## config.mk

```make
export PLATFORM = sky130hd
export DESIGN_NAME = sml_labels
export DESIGN_NICKNAME = d
export VERILOG_FILES = /design/src/sv/sml_pkg.sv /design/src/sv/sml_labels.sv
export SDC_FILE = /design/constraint.sdc
export NUM_CORES = 2
export LEC_CHECK = 0
export BUFFER_PORTS_ARGS = -buffer_cell sky130_fd_sc_hd__clkbuf_2
export CORE_MARGIN = 10
export CORE_UTILIZATION = 50
export DETAILED_ROUTE_END_ITERATION = 6
export PLACE_DENSITY = 0.68
export SYNTH_ARGS = -nofsm -noshare
export SYNTH_HDL_FRONTEND = slang
export SYNTH_SLANG_ARGS = --single-unit
```

## constraint.sdc

```tcl
create_clock -name i_clk -period 2.12 [get_ports i_clk]
set_input_delay 0.106 -clock i_clk [delete_from_list [all_inputs] [get_ports i_clk]]
set_output_delay 0.106 -clock i_clk [all_outputs]
set_load 0.01 [all_outputs]
```

## src/sv/sml_pkg.sv

```systemverilog
`timescale 1ns / 1ps
package sml_pkg;

    typedef enum logic [2:0] {
        OP_APPEND_DATA = 3'd0,
        OP_APPEND_TEXT = 3'd1,
        OP_WRITE_DATA  = 3'd2,
        OP_READ_DATA   = 3'd3,
        OP_READ_TEXT   = 3'd4,
        OP_BIND_LABEL  = 3'd5,
        OP_BIND_HERE   = 3'd6,
        OP_LABEL_ADDR  = 3'd7
    } t_op;

    typedef enum logic [2:0] {
        ST_OK        = 3'd0,
        ST_DATA_FULL = 3'd1,
        ST_TEXT_FULL = 3'd2,
        ST_INVALID   = 3'd3,
        ST_NO_LABEL  = 3'd4
    } t_status;

    typedef enum logic [1:0] {
        S_IDLE,
        S_EXEC,
        S_READ
    } t_state;

    localparam logic [1:0] CFG_DATA_START = 2'd0;
    localparam logic [1:0] CFG_TEXT_START = 2'd1;
    localparam logic [1:0] CFG_MEM_SIZE   = 2'd2;

    localparam logic [12:0] ADDR_MAX = 13'h1FFF;

    typedef struct packed {
        logic [2:0]         operation;
        logic               by_label;
        logic [11:0]        word_address;
        logic [7:0]         label_id;
        logic signed [63:0] word_value;
    } t_sml_in;

    typedef struct packed {
        logic signed [63:0] read_value;
        logic [12:0]        result_address;
        logic [2:0]         status;
    } t_sml_out;

    typedef struct packed {
        logic        en;
        logic [7:0]  id;
        logic [12:0] target;
    } t_lbl_wr;

    typedef struct packed {
        logic        valid;
        logic [12:0] target;
    } t_lbl_rd;

endpackage

```

## src/sv/sml_labels.sv

```systemverilog
`timescale 1ns / 1ps
module sml_labels
    import sml_pkg::*;
#(
    parameter int LABEL_DEPTH = 256
) (
    input  logic       i_clk,
    input  logic       i_rst_n,
    input  logic       i_rd_en,
    input  logic [7:0] i_rd_id,
    input  t_lbl_wr    i_wr,
    output t_lbl_rd    o_rd
);

    localparam int LV = (LABEL_DEPTH < 256) ? LABEL_DEPTH : 256;
    localparam int LW = $clog2(LV);

    logic [12:0]   mem_target [LV];
    logic [LV-1:0] r_valid;
    logic          r_rd_valid;
    logic [12:0]   r_rd_target;

    logic          w_rd_in_range;
    logic          w_wr_in_range;
    logic [LW-1:0] w_rd_idx;
    logic [LW-1:0] w_wr_idx;

    assign w_rd_in_range = 32'(i_rd_id) < 32'(LV);
    assign w_wr_in_range = 32'(i_wr.id) < 32'(LV);
    assign w_rd_idx      = i_rd_id[LW-1:0];
    assign w_wr_idx      = i_wr.id[LW-1:0];

    always_ff @(posedge i_clk) begin
        if (!i_rst_n) begin
            r_valid    <= '0;
            r_rd_valid <= 1'b0;
        end else begin
            if (i_wr.en && w_wr_in_range) begin
                r_valid[w_wr_idx] <= 1'b1;
            end
            if (i_rd_en) begin
                r_rd_valid <= w_rd_in_range && r_valid[w_rd_idx];
            end
        end
    end

    always_ff @(posedge i_clk) begin
        if (i_wr.en && w_wr_in_range) begin
            mem_target[w_wr_idx] <= i_wr.target;
        end
        if (i_rd_en) begin
            r_rd_target <= mem_target[w_rd_idx];
        end
    end

    assign o_rd.valid  = r_rd_valid;
    assign o_rd.target = r_rd_target;

endmodule

```

==> impl_metrics.yaml <==
status:
  status: "complete, but fails checks"
  violations: "setup timing"
sta:
  slew_violations: 0
  worst_pin_slew_ns: 0.894
  setup_ws_ns: -0.435
  rsz0062_at_grt: "true"
  hold_slack_ns: 0.0478
  setup_viol: 13
  finClkSkew_ns: 0.0883
  period_share: 1.21
  layout_min_cycle_time_ns: 2.56
  max_freq_mhz: 391
  relSlewSlack: 0.404
  hold_violations: 0
synth:
  synth_top_family_by_area: "multiplexers"
  synth_seq_cells: 3598
  post-synth-top-area-fraction: 0.737
  synth-xor-area-share: 0
  yosysSeqAreaShare: 0.775
  muxShareOfSynthArea: 0.148
  synthesis.nets: 6331
  synthesis.area_um2: 136000
  synthMostInstantiatedCell: "edfxtp_1"
  syn_avg_cell_area_um2: 21.6
  synth_common_cells: "3,341 x edfxtp_1, 887 x mux4_2, 422 x a22oi_1"
  synthTopCellsByArea: "edfxtp_1 74%, mux4_2 15%, dfxtp_1 3.8%, a22oi_1 2.3%, o21a_1 1.4%"
  yosys_warnings: 0
  synthAdderAreaFrac: 0
  async_reset_ff_frac: 0
  synth_compound_area_frac: 0.0486
  synth_top_cell_by_area: "edfxtp_1"
  synth-edff-count: 3341
  yosys.area_share.simple: 0.0141
  ys.flop_type: "edfxtp_1"
  synth_cell_types: 44
  synth_cells: 6298
final_layout:
  multi_input_area_um2: 30000
  drive_gt1_frac: 0.341
  register_area_um2: 105000
  fin_area_um2: 163000
  area_delta_synth_final_pct: 19.5
  nets: 7243
  fillCellCount: 18600
global_route:
  grt_pass1_vias: 71300
  grt_pass1_wl_um: 520000
  grt_max_degree: 105
  grt_overflow: 0
  grtUsageTotal: 0.242
  antenna_found_initial: 19
detailed_routing:
  drtIter0Drc: 9109
  vias: 70100
  totalWireLength_um: 360000
  drc: 0
  drtPass1Iterations: 5
  routedWlPerCell_um: 32.5
  vias_per_cell: 6.34
  ant_nets: 0
die:
  num_io_pins: 47
  die_h_um: 542
  fp.dieW_um: 542
  dieArea_um2: 293000
  core_um2: 271000
  row_count: 191
  initial_core_util: 0.503
clock_network:
  cts_sinks: 3598
  cts.reportedPaths.clkPinSlew_ns: 0.07
  post_cts_buffers: 0
  cts_buffers: 356
  root_buffer: "clkbuf_16"
  htreeDepth: 5
  cts_max_path_buffers: 4
  insertion_delay_ns: 0.91
  cts_tree: "yes"
worst_setup_path:
  start_kind: "flip-flop"
  worstPathRequired_ns: 2.79
  end_kind: "flip-flop"
  worstSetupPathType: "reg -> reg"
  rr_startpoint: "mem_target[156][4]$_DFFE_PP_"
  r2r_end: "r_rd_target[4]$_DFFE_PP_"
  cp_max_fo: 1
  ff2ff_setup_slack_ns: -0.44
  critPathArrivalTime_ns: 3.23
  r2r_cells: 6
place:
  port_buffers: 46
  dpl.hpwl_um: 227000
  gp_congestion: 0.898
  dpl_cell_area_um2: 150000
pwr:
  max-vdd-ir-drop_v: 0.000731
  p_leak_uw: 0.0516
  powerDensity_nw_per_um2: 910
hold_path:
  holdPathEnd: "mem_target[205][6]$_DFFE_PP_"
  hp-class: "in -> reg"
  hold_start: "i_wr[18]"
  min_delay_path_depth: 5
job:
  drv_cap: 0
-- cell families after synthesis --
group                  after synthesis
flip-flops                        3598
AO/OA/AOI/OAI                      957
multiplexers                       908
AND/OR/NAND/NOR                    429
buffers and inverters              406
-- routing by layer --
| metal | vias to the layer above | GRT usage | share of wire | wire (µm) |
|---|---|---|---|---|
| li1 | 28500 | - | - | - |
| met1 | 37200 | 0.333 | 0.38 | 136000 |
| met2 | 3772 | 0.381 | 0.48 | 171000 |
| met3 | 667 | 0.0538 | 0.10 | 36300 |
| met4 | 6 | 0.0954 | 0.046 | 16600 |
| met5 | - | 0 | 0.00018 | 65 |
-- area by class of cell --
class	instances	share of cell area
diodes	4	0.0000616
well taps	3570	0.0275
inverters	4	0.0000924
multi-input cells	2294	0.184
repair buffers	956	0.0690
clock inverters	192	0.0115
flip-flops and latches	3598	0.649
clock buffers	451	0.0588
-- metrics by stage --
step                power [µW]   util  setup TNS [ns]  std cells  worst slack [ns]
floorplan                82900      -          -64.61       6298            -0.117
global placement         86900  0.553          -22.55      10400             -2.32
detailed placement       87100  0.553          -22.35      10400             -2.34
CTS                     149000  0.599           -4.63      11100            -0.390
global route            152000  0.600           -5.56      11100            -0.502
finish                  148000  0.600           -4.82      11100            -0.435
-- worst max-delay path: stages (launching register included) --
cell	delay, ns
edfxtp_1	0.36
mux4_2	0.52
a22oi_2	0.29
a21oi_2	0.14
nor4_4	0.57
o22ai_4	0.20
or2_1	0.26
-- flip-flops by register name, indices dropped and copies added, names as in the netlist --
name / flops
r_valid: 256
r_rd_valid: 1
mem_target: 3328
r_rd_target: 13
-- where the power goes --
part / switching [µW] / internal, µW / leakage [µW]
combinational: 4920 / 3210 / 0.0139
sequential: 160 / 77700 / 0.0321
clock: 26400 / 35600 / 0.00558
total: 31500 / 116000 / 0.0516
-- layout by cell type (no fill, tap or decap), types with 8 or more instances in the layout --
| cell type | synthesis | routed |
|---|---|---|
| a21oi_1 | 215 | 166 |
| a21oi_2 | 0 | 41 |
| a21oi_4 | 0 | 8 |
| a22oi_1 | 422 | 347 |
| a22oi_2 | 0 | 75 |
| buf_12 | 0 | 314 |
| buf_4 | 26 | 573 |
| buf_8 | 0 | 16 |
| bufinv_16 | 0 | 29 |
| clkbuf_1 | 245 | 70 |
| clkbuf_16 | 0 | 360 |
| clkbuf_2 | 0 | 30 |
| clkbuf_8 | 0 | 21 |
| clkinv_1 | 1 | 63 |
| clkinv_2 | 0 | 65 |
| clkinvlp_4 | 0 | 13 |
| dfxtp_1 | 257 | 256 |
| dlygate4sd3_1 | 0 | 21 |
| edfxtp_1 | 3341 | 3341 |
| mux2i_1 | 18 | 17 |
| mux4_2 | 887 | 887 |
| nand2_1 | 33 | 32 |
| nand3_1 | 26 | 26 |
| nand4_1 | 10 | 10 |
| nor2_1 | 265 | 234 |
| nor2_2 | 0 | 30 |
| nor2b_1 | 12 | 10 |
| nor4_1 | 53 | 20 |
| nor4_2 | 0 | 18 |
| nor4_4 | 0 | 15 |
| o21a_1 | 256 | 256 |
| o22ai_1 | 30 | 18 |
| o22ai_4 | 0 | 9 |
| or2_1 | 13 | 13 |
-- worst max-delay path by stage --
stage                     cells after the start  slack (ns)                           end                    startpoint
after global placement                       10       -2.32      r_rd_target[4]$_DFFE_PP_                    i_rd_id[0]
final                                         6       -0.44      r_rd_target[4]$_DFFE_PP_  mem_target[156][4]$_DFFE_PP_
after floorplan                               5       -0.12  mem_target[202][0]$_DFFE_PP_                      i_wr[21]
after detailed placement                     10       -2.34      r_rd_target[4]$_DFFE_PP_                    i_rd_id[0]
after global routing                          9       -0.50      r_rd_target[5]$_DFFE_PP_   mem_target[87][5]$_DFFE_PP_
after CTS                                     6       -0.39      r_rd_target[4]$_DFFE_PP_  mem_target[156][4]$_DFFE_PP_
-- what timing repair did --
item,4_1_cts,5_1_grt
setup endpoints to repair,15,14
hold endpoints to repair,3235,0
hold buffers,21,0
resized for setup,154,57
pin swaps,50,28
(Power assumes the default switching activity.)
